$ cat src/design/pdc_pkg.sv
`default_nettype none
package pdc_pkg;

  localparam int unsigned COUNT_BITS   = 18;
  localparam int unsigned HDR_SIZE     = 24;
  localparam int unsigned HDR_CRC_SPAN = 16;
  localparam int unsigned PKT_CRC_SPAN = 20;
  localparam int unsigned HDR_IDX_W    = $clog2(HDR_SIZE);
  localparam int unsigned LEN_SUM_W    = 18;

  localparam logic [COUNT_BITS-1:0] CNT_MAX  = '1;
  localparam logic [31:0]           CRC_POLY = 32'hEDB8_8320;
  localparam logic [31:0]           CRC_INIT = 32'hFFFF_FFFF;

  // APB register map, word aligned
  localparam int unsigned PADDR_W = 4;
  typedef enum logic [1:0] {
    REG_START_MARKER   = 2'd0,
    REG_FORMAT_VERSION = 2'd1,
    REG_FORMAT_IDENT   = 2'd2
  } pdc_reg_e;

  typedef enum logic [1:0] {
    RGN_HEADER  = 2'd0,
    RGN_PAYLOAD = 2'd1,
    RGN_OOB     = 2'd2
  } pdc_region_e;

  typedef enum logic [2:0] {
    ST_OK      = 3'd0,
    ST_IDENT   = 3'd1,
    ST_HDR_LEN = 3'd2,
    ST_TOT_LEN = 3'd3,
    ST_HDR_CRC = 3'd4,
    ST_PKT_CRC = 3'd5
  } pdc_status_e;

  typedef struct packed {
    logic [7:0]  start_marker;
    logic [7:0]  format_version;
    logic [15:0] format_ident;
  } pdc_cfg_t;

  typedef struct packed {
    logic [7:0] in_byte;
    logic       is_final;
  } pdc_item_t;

  typedef struct packed {
    logic [7:0]  out_byte;
    pdc_region_e region;
    logic        verdict_valid;
    pdc_status_e status;
  } pdc_result_t;

  // Reflected CRC-32, one byte
  function automatic logic [31:0] crc_byte(input logic [31:0] crc, input logic [7:0] b);
    logic [31:0] c;
    c = crc ^ {24'd0, b};
    for (int k = 0; k < 8; k++) begin
      c = c[0] ? ((c >> 1) ^ CRC_POLY) : (c >> 1);
    end
    return c;
  endfunction

endpackage
`default_nettype wire

$ cat src/design/pdc_in_if.sv
`default_nettype none
interface pdc_in_if;
  logic       valid;
  logic       ready;
  logic [7:0] in_byte;
  logic       is_final;

  modport source (output valid, output in_byte, output is_final, input ready);
  modport sink (input valid, input in_byte, input is_final, output ready);
endinterface
`default_nettype wire

$ cat src/design/pdc_out_if.sv
`default_nettype none
interface pdc_out_if;
  logic       valid;
  logic       ready;
  logic [7:0] out_byte;
  logic [1:0] region;
  logic       verdict_valid;
  logic [2:0] status;

  modport source (output valid, output out_byte, output region, output verdict_valid,
                  output status, input ready);
  modport sink (input valid, input out_byte, input region, input verdict_valid,
                input status, output ready);
endinterface
`default_nettype wire

$ cat src/design/pdc_cfg_regs.sv
`default_nettype none
module pdc_cfg_regs (
  input  wire logic                         clk_i,
  input  wire logic                         rst_ni,
  input  wire logic                         psel,
  input  wire logic                         penable,
  input  wire logic                         pwrite,
  input  wire logic [pdc_pkg::PADDR_W-1:0]  paddr,
  input  wire logic [31:0]                  pwdata,
  output logic      [31:0]                  prdata,
  output logic                              pready,
  output pdc_pkg::pdc_cfg_t                 cfg_o
);

  pdc_pkg::pdc_cfg_t cfg_q;
  logic              wr_en;
  logic [1:0]        reg_sel;

  assign pready  = 1'b1;
  assign wr_en   = psel && penable && pwrite;
  assign reg_sel = paddr[3:2];

  always_ff @(posedge clk_i or negedge rst_ni) begin
    if (!rst_ni) begin
      cfg_q <= '0;
    end else if (wr_en) begin
      case (reg_sel)
        pdc_pkg::REG_START_MARKER:   cfg_q.start_marker   <= pwdata[7:0];
        pdc_pkg::REG_FORMAT_VERSION: cfg_q.format_version <= pwdata[7:0];
        pdc_pkg::REG_FORMAT_IDENT:   cfg_q.format_ident   <= pwdata[15:0];
        default: ;
      endcase
    end
  end

  always_comb begin
    case (reg_sel)
      pdc_pkg::REG_START_MARKER:   prdata = {24'd0, cfg_q.start_marker};
      pdc_pkg::REG_FORMAT_VERSION: prdata = {24'd0, cfg_q.format_version};
      pdc_pkg::REG_FORMAT_IDENT:   prdata = {16'd0, cfg_q.format_ident};
      default:                     prdata = '0;
    endcase
  end

  assign cfg_o = cfg_q;

endmodule
`default_nettype wire

$ cat src/design/pdc_parser.sv
`default_nettype none
module pdc_parser (
  input  wire logic                  clk_i,
  input  wire logic                  rst_ni,
  input  wire logic                  advance_i,
  input  wire pdc_pkg::pdc_item_t    item_i,
  input  wire pdc_pkg::pdc_cfg_t     cfg_i,
  output pdc_pkg::pdc_result_t       res_o
);

  logic [pdc_pkg::COUNT_BITS-1:0] idx_q, idx_d, count;
  logic [31:0]                    hcrc_q, hcrc_d, pcrc_q, pcrc_d;
  logic [7:0]                     hdr_q [pdc_pkg::HDR_SIZE];
  logic [7:0]                     hv [pdc_pkg::HDR_SIZE];
  logic                           in_hdr;
  logic [15:0]                    f_ident, f_hlen, f_plen, f_olen;
  logic [31:0]                    f_hcrc, f_pcrc;
  logic [pdc_pkg::LEN_SUM_W-1:0]  len_sum;
  logic [pdc_pkg::COUNT_BITS-1:0] body_off;
  pdc_pkg::pdc_status_e           status;
  pdc_pkg::pdc_region_e           region;

  assign in_hdr = idx_q < pdc_pkg::COUNT_BITS'(pdc_pkg::HDR_SIZE);

  // Header view with the current byte merged in
  always_comb begin
    for (int i = 0; i < pdc_pkg::HDR_SIZE; i++) begin
      hv[i] = (idx_q == pdc_pkg::COUNT_BITS'(i)) ? item_i.in_byte : hdr_q[i];
    end
  end

  assign f_ident = {hv[3], hv[2]};
  assign f_hlen  = {hv[5], hv[4]};
  assign f_plen  = {hv[7], hv[6]};
  assign f_olen  = {hv[9], hv[8]};
  assign f_hcrc  = {hv[19], hv[18], hv[17], hv[16]};
  assign f_pcrc  = {hv[23], hv[22], hv[21], hv[20]};
  assign len_sum = pdc_pkg::LEN_SUM_W'(f_hlen) + pdc_pkg::LEN_SUM_W'(f_plen)
                 + pdc_pkg::LEN_SUM_W'(f_olen);

  always_comb begin
    hcrc_d = hcrc_q;
    pcrc_d = pcrc_q;
    if (idx_q < pdc_pkg::COUNT_BITS'(pdc_pkg::HDR_CRC_SPAN)) begin
      hcrc_d = pdc_pkg::crc_byte(hcrc_q, item_i.in_byte);
    end
    if (idx_q < pdc_pkg::COUNT_BITS'(pdc_pkg::PKT_CRC_SPAN) || !in_hdr) begin
      pcrc_d = pdc_pkg::crc_byte(pcrc_q, item_i.in_byte);
    end
  end

  assign count    = (idx_q != pdc_pkg::CNT_MAX) ? idx_q + 1'b1 : pdc_pkg::CNT_MAX;
  assign idx_d    = item_i.is_final ? '0 : count;
  assign body_off = idx_q - pdc_pkg::COUNT_BITS'(pdc_pkg::HDR_SIZE);

  always_comb begin
    if (in_hdr) begin
      region = pdc_pkg::RGN_HEADER;
    end else if (body_off < pdc_pkg::COUNT_BITS'(f_plen)) begin
      region = pdc_pkg::RGN_PAYLOAD;
    end else begin
      region = pdc_pkg::RGN_OOB;
    end
  end

  // First failing check wins
  always_comb begin
    if (count < pdc_pkg::COUNT_BITS'(pdc_pkg::HDR_SIZE) || hv[0] != cfg_i.start_marker
        || hv[1] != cfg_i.format_version || f_ident != cfg_i.format_ident) begin
      status = pdc_pkg::ST_IDENT;
    end else if (f_hlen != 16'(pdc_pkg::HDR_SIZE)) begin
      status = pdc_pkg::ST_HDR_LEN;
    end else if (pdc_pkg::COUNT_BITS'(len_sum) != count) begin
      status = pdc_pkg::ST_TOT_LEN;
    end else if (~hcrc_q != f_hcrc) begin
      status = pdc_pkg::ST_HDR_CRC;
    end else if (~pcrc_d != f_pcrc) begin
      status = pdc_pkg::ST_PKT_CRC;
    end else begin
      status = pdc_pkg::ST_OK;
    end
  end

  assign res_o.out_byte      = item_i.in_byte;
  assign res_o.region        = region;
  assign res_o.verdict_valid = item_i.is_final;
  assign res_o.status        = item_i.is_final ? status : pdc_pkg::ST_OK;

  always_ff @(posedge clk_i or negedge rst_ni) begin
    if (!rst_ni) begin
      idx_q  <= '0;
      hcrc_q <= pdc_pkg::CRC_INIT;
      pcrc_q <= pdc_pkg::CRC_INIT;
    end else if (advance_i) begin
      idx_q  <= idx_d;
      hcrc_q <= item_i.is_final ? pdc_pkg::CRC_INIT : hcrc_d;
      pcrc_q <= item_i.is_final ? pdc_pkg::CRC_INIT : pcrc_d;
    end
  end

  always_ff @(posedge clk_i) begin
    if (advance_i && in_hdr) begin
      hdr_q[idx_q[pdc_pkg::HDR_IDX_W-1:0]] <= item_i.in_byte;
    end
  end

  a_final_restart: assert property (@(posedge clk_i) disable iff (!rst_ni)
    advance_i && item_i.is_final |=> idx_q == '0 && hcrc_q == pdc_pkg::CRC_INIT
      && pcrc_q == pdc_pkg::CRC_INIT)
    else $error("parser state not restarted after final byte");

  a_count_step: assert property (@(posedge clk_i) disable iff (!rst_ni)
    advance_i && !item_i.is_final && idx_q != pdc_pkg::CNT_MAX
      |=> idx_q == $past(idx_q) + 1'b1)
    else $error("byte count did not advance by one");

  a_idle_hold: assert property (@(posedge clk_i) disable iff (!rst_ni)
    !advance_i |=> $stable(idx_q) && $stable(hcrc_q) && $stable(pcrc_q))
    else $error("parser state moved without an item");

  a_hdr_crc_frozen: assert property (@(posedge clk_i) disable iff (!rst_ni)
    advance_i && !item_i.is_final
      && idx_q >= pdc_pkg::COUNT_BITS'(pdc_pkg::HDR_CRC_SPAN) |=> $stable(hcrc_q))
    else $error("header CRC updated past its span");

endmodule
`default_nettype wire

$ cat src/design/packet_deframer_crc32_check.sv
// Packet deframer with CRC-32 check.
// in_i carries one packet byte per item plus an is_final flag on the last
// byte; out_o returns exactly one item per input byte: the byte itself, its
// region tag (header, payload, out-of-band) and, on the final byte, the
// verdict (verdict_valid high, status set). Bytes must arrive in packet order.
// The APB port sets the expected start marker, version and ident; write it
// only while no packet is in flight. pready is tied high.
// Flow: an accepted item waits in the input register, moves into the result
// register once that register is free, and leaves out_o when the receiver is
// ready. Throughput: one byte per cycle while the receiver is ready; the
// byte-wide CRC update, header field compare and length add all sit between
// the input and result registers.
// Receiver stall: the result register holds its item; in_i.ready drops in the
// same cycle when the input register is full, else after it takes one more byte.
// Reset: both registers empty, byte count zero, both CRCs at all ones, the
// configuration registers at zero. No clearing pass is needed.
`default_nettype none
module packet_deframer_crc32_check (
  input  wire logic                        clk_i,
  input  wire logic                        rst_ni,
  pdc_in_if.sink                           in_i,
  pdc_out_if.source                        out_o,
  input  wire logic                        psel,
  input  wire logic                        penable,
  input  wire logic                        pwrite,
  input  wire logic [pdc_pkg::PADDR_W-1:0] paddr,
  input  wire logic [31:0]                 pwdata,
  output logic      [31:0]                 prdata,
  output logic                             pready
);

  pdc_pkg::pdc_cfg_t    cfg;
  pdc_pkg::pdc_item_t   in_item_q;
  pdc_pkg::pdc_result_t res, out_res_q;
  logic                 in_valid_q, out_valid_q;
  logic                 out_free, advance, in_take;

  pdc_cfg_regs u_cfg (
    .clk_i   (clk_i),
    .rst_ni  (rst_ni),
    .psel    (psel),
    .penable (penable),
    .pwrite  (pwrite),
    .paddr   (paddr),
    .pwdata  (pwdata),
    .prdata  (prdata),
    .pready  (pready),
    .cfg_o   (cfg)
  );

  // Result register free when empty or being drained this cycle
  assign out_free   = !out_valid_q || out_o.ready;
  assign advance    = in_valid_q && out_free;
  assign in_i.ready = !in_valid_q || advance;
  assign in_take    = in_i.valid && in_i.ready;

  pdc_parser u_parser (
    .clk_i     (clk_i),
    .rst_ni    (rst_ni),
    .advance_i (advance),
    .item_i    (in_item_q),
    .cfg_i     (cfg),
    .res_o     (res)
  );

  always_ff @(posedge clk_i or negedge rst_ni) begin
    if (!rst_ni) begin
      in_valid_q  <= 1'b0;
      out_valid_q <= 1'b0;
    end else begin
      if (in_i.ready) begin
        in_valid_q <= in_i.valid;
      end
      if (out_free) begin
        out_valid_q <= in_valid_q;
      end
    end
  end

  // Payload registers: load on accept, hold otherwise
  always_ff @(posedge clk_i) begin
    if (in_take) begin
      in_item_q.in_byte  <= in_i.in_byte;
      in_item_q.is_final <= in_i.is_final;
    end
    if (advance) begin
      out_res_q <= res;
    end
  end

  assign out_o.valid         = out_valid_q;
  assign out_o.out_byte      = out_res_q.out_byte;
  assign out_o.region        = out_res_q.region;
  assign out_o.verdict_valid = out_res_q.verdict_valid;
  assign out_o.status        = out_res_q.status;

  a_in_hold: assert property (@(posedge clk_i) disable iff (!rst_ni)
    in_valid_q && !out_free |=> in_valid_q && $stable(in_item_q))
    else $error("input register lost a waiting item");

  a_no_verdict_status: assert property (@(posedge clk_i) disable iff (!rst_ni)
    out_valid_q && !out_res_q.verdict_valid |-> out_res_q.status == pdc_pkg::ST_OK)
    else $error("status set on a non-final byte");

  a_move_fills_out: assert property (@(posedge clk_i) disable iff (!rst_ni)
    advance |=> out_valid_q && out_res_q == $past(res))
    else $error("result register missed an item");

endmodule
`default_nettype wire
$ cat src/flat_wrapper.sv
// flat-port wrapper written by rule: the top's interface ports become plain ports
module packet_deframer_crc32_check_flat 
  (clk_i, rst_ni, psel, penable, pwrite, paddr, pwdata, prdata, pready, in_i_valid, in_i_in_byte, in_i_is_final, in_i_ready, out_o_valid, out_o_out_byte, out_o_region, out_o_verdict_valid, out_o_status, out_o_ready);
  pdc_in_if in_i_i ();
  pdc_out_if out_o_i ();
  input  wire logic clk_i;
  input  wire logic rst_ni;
  input  wire logic psel;
  input  wire logic penable;
  input  wire logic pwrite;
  input  wire logic [pdc_pkg::PADDR_W-1:0] paddr;
  input  wire logic [31:0] pwdata;
  output logic      [31:0] prdata;
  output logic pready;
  input wire logic [$bits(in_i_i.valid)-1:0] in_i_valid;
  input wire logic [$bits(in_i_i.in_byte)-1:0] in_i_in_byte;
  input wire logic [$bits(in_i_i.is_final)-1:0] in_i_is_final;
  output wire logic [$bits(in_i_i.ready)-1:0] in_i_ready;
  output wire logic [$bits(out_o_i.valid)-1:0] out_o_valid;
  output wire logic [$bits(out_o_i.out_byte)-1:0] out_o_out_byte;
  output wire logic [$bits(out_o_i.region)-1:0] out_o_region;
  output wire logic [$bits(out_o_i.verdict_valid)-1:0] out_o_verdict_valid;
  output wire logic [$bits(out_o_i.status)-1:0] out_o_status;
  input wire logic [$bits(out_o_i.ready)-1:0] out_o_ready;
  assign in_i_i.valid = in_i_valid;
  assign in_i_i.in_byte = in_i_in_byte;
  assign in_i_i.is_final = in_i_is_final;
  assign in_i_ready = in_i_i.ready;
  assign out_o_valid = out_o_i.valid;
  assign out_o_out_byte = out_o_i.out_byte;
  assign out_o_region = out_o_i.region;
  assign out_o_verdict_valid = out_o_i.verdict_valid;
  assign out_o_status = out_o_i.status;
  assign out_o_i.ready = out_o_ready;
  packet_deframer_crc32_check u_core (.clk_i(clk_i), .rst_ni(rst_ni), .in_i(in_i_i), .out_o(out_o_i), .psel(psel), .penable(penable), .pwrite(pwrite), .paddr(paddr), .pwdata(pwdata), .prdata(prdata), .pready(pready));
endmodule
$ cat config.mk
export PLATFORM = sky130hd
export DESIGN_NAME = packet_deframer_crc32_check_flat
export DESIGN_NICKNAME = d
export VERILOG_FILES = /design/src/design/pdc_pkg.sv /design/src/design/pdc_in_if.sv /design/src/design/pdc_out_if.sv /design/src/design/pdc_cfg_regs.sv /design/src/design/pdc_parser.sv /design/src/design/packet_deframer_crc32_check.sv /design/src/flat_wrapper.sv
export SDC_FILE = /design/constraint.sdc
export NUM_CORES = 1
export LEC_CHECK = 0
export ABC_AREA = 1
export BUFFER_PORTS_ARGS = -buffer_cell sky130_fd_sc_hd__buf_2
export CORE_AREA = 2 2 185 187
export CTS_BUF_LIST = sky130_fd_sc_hd__clkbuf_8
export DETAILED_ROUTE_END_ITERATION = 8
export DIE_AREA = 0 0 187 189
export PLACE_DENSITY = 0.85
export SLEW_MARGIN = 5
export SYNTH_ARGS = -nofsm -noshare
export SYNTH_HDL_FRONTEND = slang
export SYNTH_SLANG_ARGS = --single-unit
$ cat constraint.sdc
create_clock -name clk_i -period 5.08 [get_ports clk_i]
set_clock_uncertainty 0.2 [all_clocks]
set_input_delay 0.254 -clock clk_i [delete_from_list [all_inputs] [get_ports clk_i]]
set_output_delay 0.254 -clock clk_i [all_outputs]
set_load 0.1 [all_outputs]
# Word-level counts from Yosys, hierarchy flattened
# Memory sizes are Yosys's and may differ from the RTL's.
# Index checks and enable logic that the tools add are counted.
word_totals:
  ramBits: 192
  register_bits: 139
  word_cells: 146
  memories: 1
classes:
  n_lt_le_gt_ge: 5
  bitwise_logic: 21
  reduce_logical: 23
  add_sub_neg: 4
  muxes: 49
  n_eq_ne: 27
memory_table:
  columns: ["memory", "depth", "width", "read_ports", "rd_clocked_by_memory_dff", "write_ports", "line", "text"]
  rows:
  - ["u_core.u_parser.hdr_q", 24, 8, 18, 0, 1, "pdc_parser.sv:13", "logic [7:0] hdr_q [pdc_pkg::HDR_SIZE];"]
ops:
  columns: ["operator", "count"]
  rows:
  - ["2-to-1 mux 32 bit", 20]
  - ["inverter 13 -> 14 bit", 16]
  - ["== test 18 x 5 -> 1 bit (second input constant)", 8]
  - ["2-to-1 mux 8 bit", 18]
  - ["== test 18 x 3 -> 1 bit (second input constant)", 4]
  - ["< comparator 18 x 5 -> 1 bit (second input constant)", 4]
  - ["!= test 32 bit", 2]
  - ["inverter 32 bit", 2]
  - ["bitwise XOR 32 x 8 -> 32 bit", 2]
  - ["case mux 16 bit (3 select lines)", 1]
  - ["== test 18 x 2 -> 1 bit (second input constant)", 2]
  - ["== test 18 x 4 -> 1 bit (second input constant)", 2]
  - ["2-to-1 mux 18 bit", 2]
  - ["adder 17 x 16 -> 18 bit", 1]
  - ["adder 18 x 1 -> 18 bit (second input constant)", 1]
  - ["== test 18 x 1 -> 1 bit (second input constant)", 1]
  - ["zero test 18 bit", 1]
  - ["< comparator 18 x 16 -> 1 bit", 1]
  - ["!= test 18 bit", 1]
  - ["!= test 18 bit (second input constant)", 1]
  - ["subtractor 18 x 5 -> 18 bit (second input constant)", 1]
  - ["adder 16 x 16 -> 17 bit", 1]
  - ["!= test 16 bit", 1]
  - ["!= test 16 x 5 -> 1 bit (second input constant)", 1]
  - ["15 further kinds", 35]

# Depth between registers and ports, before layout
# Gate-level depths: netlist of the first run.
logic_depth:
  word_depth: 25
  ltp_mapped: 31
  mapped_depth_nobuf: 29

# By module
# Synthesis of the first run repeated with hierarchy kept, for this count alone.
hier_totals:
  hier_cells: 2540
  area_unflattened_um2: 19423.6
modules_own_cells:
  columns: ["mod", "seq_area_each_um2", "instances", "cells_each", "area_each_um2"]
  rows:
  - ["pdc_parser", 6456.2, 1, 2290, 16995.0]
  - ["pdc_cfg_regs", 800.8, 1, 215, 1642.8]
  - ["packet_deframer_crc32_check", 740.7, 1, 35, 785.8]

# Least setup slack after synthesis of the first run
# Ideal clock, no wire load.
synth_timing:
  path_type: "reg-to-reg"
  from: "register u_core.u_parser.idx_q[11] (netlist bit)"
  to: "register u_core.out_res_q (netlist bit u_core.out_o.status[1]) (data pin)"
  setup_ns: 0.255
  required_ns: 4.625
  slack_ns: 0.306
  t_arrival_ns: 4.320
  stages_incl_launch_ff: 27
  path_cell_list: "dfrtp_1 > buf_6 > nor2_4 > nand2_4 > nor2_8 > inv_2 > nor4_1 > clkbuf_1 > o21ai_0 > fa_1 > inv_1 > ha_1 > inv_1 > fa_1 > o21ai_0 > nand2_1 > nand2_1 > nand2_1 > nand3_1 > nand2_1 > nor2_1 > nand3_1 > nor2_1 > nand4_1 > nor2_1 > nand2_1 > and2_1"
synth_between:
  elab_chain_cells: 7
  elab_cells_between_ends: 47
  cone_classes: "add/sub (3); order compare (1); eq/ne (20); mux (18); reduce/logical (5)"
synth_rtl:
  columns: ["element", "line", "text"]
  rows:
  - ["start: declaration", "pdc_parser.sv:11", "logic [pdc_pkg::COUNT_BITS-1:0] idx_q, idx_d, count;"]
  - ["start signal: assignment", "pdc_parser.sv:95", "idx_q <= idx_d;"]
  - ["== test 18 x 3 -> 1 bit, or another cell as far along", "pdc_parser.sv:28", "hv[i] = (idx_q == pdc_pkg::COUNT_BITS'(i)) ? item_i.in_byte : hdr_q[i];"]
  - ["2-to-1 mux 8 bit / 2-to-1 mux 18 bit (equally long branches)", "pdc_parser.sv:28, pdc_parser.sv:52", null]
  - ["adder 16 x 16 -> 17 bit, or another cell as far along", "pdc_parser.sv:38", "assign len_sum = pdc_pkg::LEN_SUM_W'(f_hlen) + pdc_pkg::LEN_SUM_W'(f_plen)"]
  - ["adder 17 x 16 -> 18 bit / logical OR 1 bit (equally long branches)", "pdc_parser.sv:39, pdc_parser.sv:68", null]
  - ["!= test 18 bit / logical OR 1 bit (equally long branches)", "pdc_parser.sv:73, pdc_parser.sv:69", null]
  - ["2-to-1 mux 2 bit / logical OR 1 bit (equally long branches)", "pdc_parser.sv:73, pdc_parser.sv:69", null]
  - ["2-to-1 mux 2 bit / OR reduction 2 bit (equally long branches)", null, null]
  - ["end signal: assignment", "packet_deframer_crc32_check.sv:87", "out_res_q <= res;"]
  - ["end: declaration", "packet_deframer_crc32_check.sv:34", "pdc_pkg::pdc_result_t res, out_res_q;"]
# Several ways; a longest one is shown, not always the timed one.
# A chain may end at the register's enable or synchronous reset.

# Worst setup path after layout of the first run
# Same ends and word-level chain as after synthesis.

==> reports/metrics.csv, run 1 <==
metric;value;unit
outcome;complete, no violations;
grt_pass1_vias;17255;
hold_viol;0;
synth_area_leaders;edfxtp_1 26%, nand2_1 16%, dfstp_2 8.8%;
placed_area;20300;µm²
cts.sinks;283;
dpl.hpwl;42600;µm
clk_pin_slew;0.07;ns
drt-vias-per-instance;5.74;
antenna_found_initial;2;
cellLeakagePower;10.4;nW
drtPass1Iterations;8;
ios;101;
place.gp.congestion;0.964;
numCtsBuffers;49;
start_util;57.4;%
drv_cap;0;
ir_drop;0.364;mV
cp-start-kind;flop;
layout.nets;2771;
arrival;5.03;ns
postRouteWirelength;60700;µm
ys_seq_area_share;41.8;%
clock_latency;0.64;ns
die_w;187;µm
vias;18091;
crit_type;reg -> reg;
synthCells;2495;
track_usage;34.0;%
fmax;0.206;GHz
rows;67;
wl_per_cell;19.2;µm
synth-main-ff-cell;edfxtp_1;
netlist.top_cell.by_area;edfxtp_1;
synth_cell_types;61;
cts_tree;yes;
dp_slack;0.114;ns
final_area;21800;µm²
tns;0;ns
grt_max_degree;59;
port_buffers;65;
die_area;35300;µm²
yosysMostFrequentCell;nand2_1;
finalCritPeriodShare;95.4;%
worst_pin_slew;1.13;ns
htreeDepth;2;
cts_buffer_depth;3;
setup_viol;0;
ys.warnings.count;0;
avgSynthCellArea;7.66;µm²
clock-root-buffer;clkbuf_8;
slew_headroom;24.5;%
overflow;0;
crit_path_max_fanout;8;
ys_ff_latch;283;
area_growth;13.8;%
drtAntennaViolNets;0;
worstPathRequired;5.27;ns
synth_common_cells;819 x nand2_1, 304 x inv_1, 178 x o21ai_0;
finalCriticalPeriod;4.84;ns
end_kind;flop;
die_y;189;µm
core;33300;µm²
drtIter0Drc;2013;
synth_edf_count;167;
synth-async-reset-ratio;41.0;%
hold_path.class;in -> async;
drv_slew;0;
yosysTopAreaCellShare;26.2;%
drive_above_1_share;14.3;%
setup_slack;0.236;ns
grt_pass1_wl;93200;µm
netlist_area;19100;µm²
p_per_area;490;nW/µm²
drc;0;
cells by family (layout without fill, tap and decap cells):
group                    count (synthesis)  count (layout)  synth area share (%)
XOR/XNOR                               134             134                  6.14
adder cells (fa/ha/maj)                 55              55                  4.27
AO/OA/AOI/OAI                          342             342                  10.0
AND/OR/NAND/NOR                       1274            1274                  28.9
flip-flops                             283             283                  41.8
other                                    2              18                0.0393
buffers and inverters                  405             600                  8.81
critical path, stage by stage (launching register included):
cell and delay (ns):
dfrtp_1 0.40, nor2_4 0.14, nand2_4 0.08, buf_4 0.16, nor2_8 0.13, inv_2 0.08, nor4_4 0.37, buf_6 0.19
nand2_1 0.05, o21a_1 0.14, fa_1 0.51, ha_2 0.19, inv_1 0.05, fa_1 0.38, buf_4 0.15, nand3b_1 0.16
nand3_1 0.13, nand2_1 0.09, nand3_1 0.07, nand2_1 0.06, nor2_1 0.09, nand2_1 0.05, nor2_1 0.11, nand4_1 0.08
nor2_1 0.11, buf_4 0.16, nand2_2 0.08, and2_1 0.18
sequential cells by signal, indices dropped and copies added (netlist names):
| signal | cells |
|---|---|
| u_core.u_parser.hdr_q | 144 |
| u_core.u_cfg.cfg_o | 32 |
| u_core.u_parser.hcrc_q | 32 |
| u_core.u_parser.pcrc_q | 32 |
| u_core.u_parser.idx_q | 18 |
| u_core.in_item_q | 9 |
| u_core.out_o.out_byte | 8 |
| u_core.out_o.status | 3 |
| u_core.out_o.region | 2 |
| u_core.in_valid_q | 1 |
| u_core.out_o.valid | 1 |
| u_core.out_o.verdict_valid | 1 |
final timing paths:
| check | start | endpoint | slack, ns | cells after the start |
|---|---|---|---|---|
| max | u_core.u_parser.idx_q[11]$_DFFE_PN0P_ | u_core.out_o.status[1]$_SDFFCE_PP0P_ | 0.24 | 27 |
| min reg2reg | u_core.u_cfg.cfg_o[18]$_DFFE_PN0P_ | u_core.u_cfg.cfg_o[18]$_DFFE_PN0P_ | 0.28 | 2 |
| max in group asynchronous | rst_ni | u_core.u_parser.idx_q[12]$_DFFE_PN0P_ | 3.69 | 3 |
| min in group clk_i | in_i_in_byte[0] | u_core.in_item_q[1]$_DFFE_PP_ | 0.16 | 2 |
| max reg2reg | u_core.u_parser.idx_q[11]$_DFFE_PN0P_ | u_core.out_o.status[1]$_SDFFCE_PP0P_ | 0.24 | 27 |
| min | rst_ni | u_core.u_parser.hcrc_q[17]$_DFFE_PN1P_ | 0.02 | 2 |
layout make-up:
type | count | area [µm²]
clock inverter | 42 | 394
multi-input combinational | 1822 | 9560
inverter | 318 | 1200
tap | 448 | 561
fill | 2785 | 11500
antenna | 1 | 2.50
timing repair buffer | 190 | 1350
sequential | 283 | 8000
clock buffer | 50 | 688
layer usage:
layer,track usage [%],part of all wire [%],vias to the layer above
met5,0,0.012,-
met4,15.4,4.2,2
met3,6.51,11,184
met2,56.3,46,1064
met1,43.4,39,8373
li1,-,-,8468
timing repair:
item / in CTS / in global routing
endpoints found under the hold margin: 116 / 0
gates resized for setup: 0 / 30
setup buffers: 0 / 3
setup endpoints to repair: 0 / 3
hold buffers: 30 / 0
metrics by stage:
stage	util [%]	hold WS (ns)	cells	total power [mW]
3_3_place_gp	60.9	0.122	3027	8.02
4_1_cts	65.1	0.00986	3149	10.5
2_1_floorplan	-	-0.242	2510	6.96
6_report	65.4	0.0234	3154	10.7
3_5_place_dp	60.9	0.130	3027	8.16
5_1_grt	65.4	0.0473	3154	11.3
placed cells by master, fill, tap and decap left out, types with 7 or more instances in the layout:
cell type	n
clkbuf_8	50
nor3_1	19
nand2_2	9
edfxtp_1	167
inv_1	311
nor2_1	156
buf_4	93
buf_2	65
ha_1	36
nor2_4	10
conb_1	17
a21oi_1	45
inv_2	11
o22ai_1	47
dlygate4sd3_1	30
nand3_1	152
o21ai_0	169
bufinv_16	7
xnor2_1	30
fa_1	17
nand4_1	50
xor2_1	104
o211ai_1	22
clkinv_2	14
nand2_1	818
o21a_1	7
dfrtp_1	51
a21oi_2	7
or2_2	15
clkinv_1	9
dfstp_2	64
nand3b_1	14
nor2_2	7
o21ai_1	21
power breakdown:
part	internal [mW]	switching (mW)
clock	1.29	1.05
combinational	1.63	3.36
sequential	2.99	0.351
No activity file was read; power rests on OpenSTA's default activity.
==> inputs of run 2 (changes only) <==
--- a/config.mk
+++ b/config.mk
@@ -7,12 +7,14 @@
 export LEC_CHECK = 0
 export ABC_AREA = 1
 export BUFFER_PORTS_ARGS = -buffer_cell sky130_fd_sc_hd__buf_2
-export CORE_AREA = 2 2 185 187
+export CORE_AREA = 2 2 187 189
 export CTS_BUF_LIST = sky130_fd_sc_hd__clkbuf_8
 export DETAILED_ROUTE_END_ITERATION = 8
-export DIE_AREA = 0 0 187 189
+export DIE_AREA = 0 0 189 191
 export PLACE_DENSITY = 0.85
+export SKIP_CTS_REPAIR_TIMING = 1
 export SLEW_MARGIN = 5
 export SYNTH_ARGS = -nofsm -noshare
 export SYNTH_HDL_FRONTEND = slang
+export SYNTH_HIERARCHICAL = 1
 export SYNTH_SLANG_ARGS = --single-unit
==> run 2 against run 1 <==
- critical path depth shrank 4
- via count increased by 2.0%
- largest cell class unchanged
- synthesized area grew 1.6%
- sequential share of layout area is 0.58 points lower
- routed wire length increased by 5.2%
- first-iteration DRC count up 2.8%
- clock power fell by 5%
==> reports/metrics.csv, run 2 <==
metric;value;unit;change
final_common_cell;nand2_1;;
track_usage;33.8;%;-0.21 points
setup_viol;0;;unchanged
num_antenna_cells;0;;-1
clk_pin_slew;0.07;ns;about the same
placed_area;20500;µm²;+0.98%
numCtsBuffers;49;;unchanged
dpl.cell_count;3064;;+1.2%
clock_latency;0.67;ns;+0.03 ns
finalCriticalPeriod;4.91;ns;+0.0626 ns
die_w;189;µm;+1.1%
outcome;complete, no violations;;
synth_cell_types;57;;-6.6%
crit_type;reg -> reg;;
worst_pin_slew;1.36;ns;+0.226 ns
start_util;56.9;%;-0.51 points
grt_pass1_vias;17083;;-1.0%
end_kind;flop;;
die_area;36100;µm²;+2.1%
worst_path_most_repeated_cell;nand3_1;;
synth-async-reset-ratio;41.0;%;unchanged
antenna_found_initial;1;;-1
wl_per_cell;19.9;µm;+3.6%
grt_max_degree;65;;+10%
netlist.top_cell.by_area;edfxtp_1;;
ir_drop;0.393;mV;+8.0%
setup_slack;0.173;ns;-0.0626 ns
worstPathRequired;5.26;ns;about the same
cpMaxStageDelayCell;fa_1;;
layout.cells.non_filler;3201;;+1.5%
netlist_area;19400;µm²;+1.6%
drt-vias-per-instance;5.77;;+0.51%
whs;0.00468;ns;-0.0187 ns
synth-main-ff-cell;edfxtp_1;;
htreeDepth;2;;unchanged
core;34100;µm²;+2.5%
vias;18454;;+2.0%
synth_area_leaders;edfxtp_1 26%, nand2_1 16%, dfstp_2 8.7%;;
ys_ff_latch;283;;unchanged
finalCritPeriodShare;96.6;%;+1.2 points
clock-root-buffer;clkbuf_8;;
p_per_area;457;nW/µm²;-6.9%
postRouteWirelength;63800;µm;+5.2%
crit_family;simple AND/OR/NAND/NOR gates;;
fmax;0.204;GHz;-1.3%
ys_seq_area_share;41.2;%;-0.66 points
drtPass1Iterations;7;;-1
path_cells;nor2_2 -> nand2_1 -> nor2_4 -> buf_4 -> nand2_4 -> nor3_1 -> buf_4 -> o21ai_0 -> fa_1 -> inv_1 -> ha_1 -> a21oi_1 -> o21ai_0 -> inv_1 -> nand3_1 -> xnor2_1 -> or2_2 -> nand3_1 -> nor3_2 -> nand3_1 -> nor2_1 -> nand3_1 -> and2_1;;
ios;101;;unchanged
critPathMaxStageDelay;0.54;ns;+0.03 ns
ys.warnings.count;6;;+6
layout.nets;2812;;+1.5%
critical_path_buf_inv_count;4;;-2
overflow;0;;unchanged
drtIter0Drc;2069;;+2.8%
drive_above_1_share;14.5;%;+0.15 points
synth_edf_count;167;;unchanged
port_buffers;65;;unchanged
cts_buffer_depth;3;;unchanged
synthCells;2540;;+1.8%
dpl.hpwl;44400;µm;+4.3%
die_y;191;µm;+1.1%
cts_tree;yes;;
synth_common_cells;823 x nand2_1, 277 x inv_1, 182 x nand3_1;;
area_growth;13.7;%;about the same
final_util;64.8;%;-0.60 points
rows;68;;+1.5%
yosysTopAreaCellShare;25.8;%;-0.42 points
crit_path_max_fanout;11;;+3
arrival;5.08;ns;+0.05 ns
drtAntennaViolNets;0;;unchanged
slew_headroom;8.85;%;-16 points
grt_pass1_wl;93700;µm;+0.63%
largest_reg_flops;144;;unchanged
place.gp.congestion;0.976;;+1.2%
cellLeakagePower;10.3;nW;-1.0%
layout.cells.most_common_list;820 x nand2_1, 290 x inv_1, 179 x nand3_1;;
hold_viol;0;;unchanged
cp-start-kind;flop;;
fillers;2885;;+3.6%
cts.sinks;283;;unchanged
yosysMostFrequentCell;nand2_1;;
avgSynthCellArea;7.65;µm²;-0.19%
drv_slew;0;;unchanged
drc;0;;unchanged
final_area;22100;µm²;+1.6%
hold_path.class;in -> reg;;
drv_cap;0;;unchanged
dp_slack;0.0620;ns;-0.0519 ns
## run 2: cell types whose count changed after synthesis, sizes merged, moves of 7 or more
cell,before,now
o211ai,23,3
nand3,154,190
inv,314,289
o22ai,47,39
xnor2,30,58
nor2,174,187
nor3,21,31
clkbuf,39,32
a21oi,52,38
or2,16,39
nand4,58,34
xor2,104,115
buf,48,58
## run 2: worst register-to-register path, cell delays in order, from the launching register on
cell     delay (ns)
dfrtp_1        0.43
nor2_2         0.16
nand2_1        0.12
nor2_4         0.22
buf_4          0.23
nand2_4        0.08
nor3_1         0.20
buf_4          0.22
o21ai_0        0.13
fa_1           0.54
inv_1          0.06
ha_1           0.36
a21oi_1        0.23
o21ai_0        0.16
inv_1          0.08
nand3_1        0.09
xnor2_1        0.21
or2_2          0.16
nand3_1        0.08
nor3_2         0.21
nand3_1        0.09
nor2_1         0.10
nand3_1        0.12
and2_1         0.21
## run 2: worst paths after layout
kind	start	to	slack, ns	cells past startpoint
worst max-delay path	u_core/u_parser/idx_q[15]$_DFFE_PN0P_	u_core/out_o.status[1]$_DFFE_PP_	0.17	23
worst min-delay path	paddr[3]	u_core/u_cfg/cfg_o[7]$_DFFE_PN0P_	0.005	5
worst max register to register	u_core/u_parser/idx_q[15]$_DFFE_PN0P_	u_core/out_o.status[1]$_DFFE_PP_	0.17	23
worst min register to register	u_core/u_cfg/cfg_o[29]$_DFFE_PN0P_	u_core/u_cfg/cfg_o[29]$_DFFE_PN0P_	0.32	2
max in group asynchronous	rst_ni	u_core/u_parser/idx_q[15]$_DFFE_PN0P_	3.24	3
min in group asynchronous	rst_ni	u_core/out_o.valid$_DFFE_PN0P_	0.07	2
## run 2: metrics by stage
stage | power [mW] | setup TNS (ns)
after global routing | 10.7 | -0.0651
final | 10.1 | 0
after floorplan | 6.56 | 0
after detailed placement | 7.68 | 0
after CTS | 9.90 | 0
after global placement | 7.57 | 0
## run 2: cells by family (layout without fill, tap and decap cells)
| group | after synthesis | in the layout | synth area share (%) |
|---|---|---|---|
| simple gates | 1335 | 1335 | 29.4 |
| other cells | 2 | 17 | 0.0387 |
| fa+ha+maj | 55 | 55 | 4.20 |
| buf+inv | 381 | 572 | 8.34 |
| xor+xnor | 173 | 173 | 8.01 |
| flops | 283 | 283 | 41.2 |
| compound gates | 311 | 311 | 8.81 |
## run 2: cell type report
class / count / area [µm²] / share of cell area [%]
flip-flops and latches: 283 / 8000 / 36.2
well taps: 455 / 569 / 2.58
clock buffers: 53 / 729 / 3.30
multi-input cells: 1891 / 10000 / 45.4
clock inverters: 39 / 285 / 1.29
inverters: 291 / 1100 / 4.98
repair buffers: 189 / 1380 / 6.26
## run 2: metal layers
metal | up-vias | routed length, µm | share of wire (%) | global-route usage, %
li1 | 8568 | - | - | -
met4 | 2 | 3080 | 4.8 | 14.9
met2 | 1080 | 29400 | 46 | 54.1
met3 | 228 | 6050 | 9.5 | 6.02
met5 | - | 13 | 0.020 | 0
met1 | 8576 | 25200 | 40 | 45.1
## run 2: report_power, final
group / switching (mW) / internal [mW]
Combinational: 3.04 / 1.51
Sequential: 0.394 / 2.93
Clock: 1.04 / 1.17
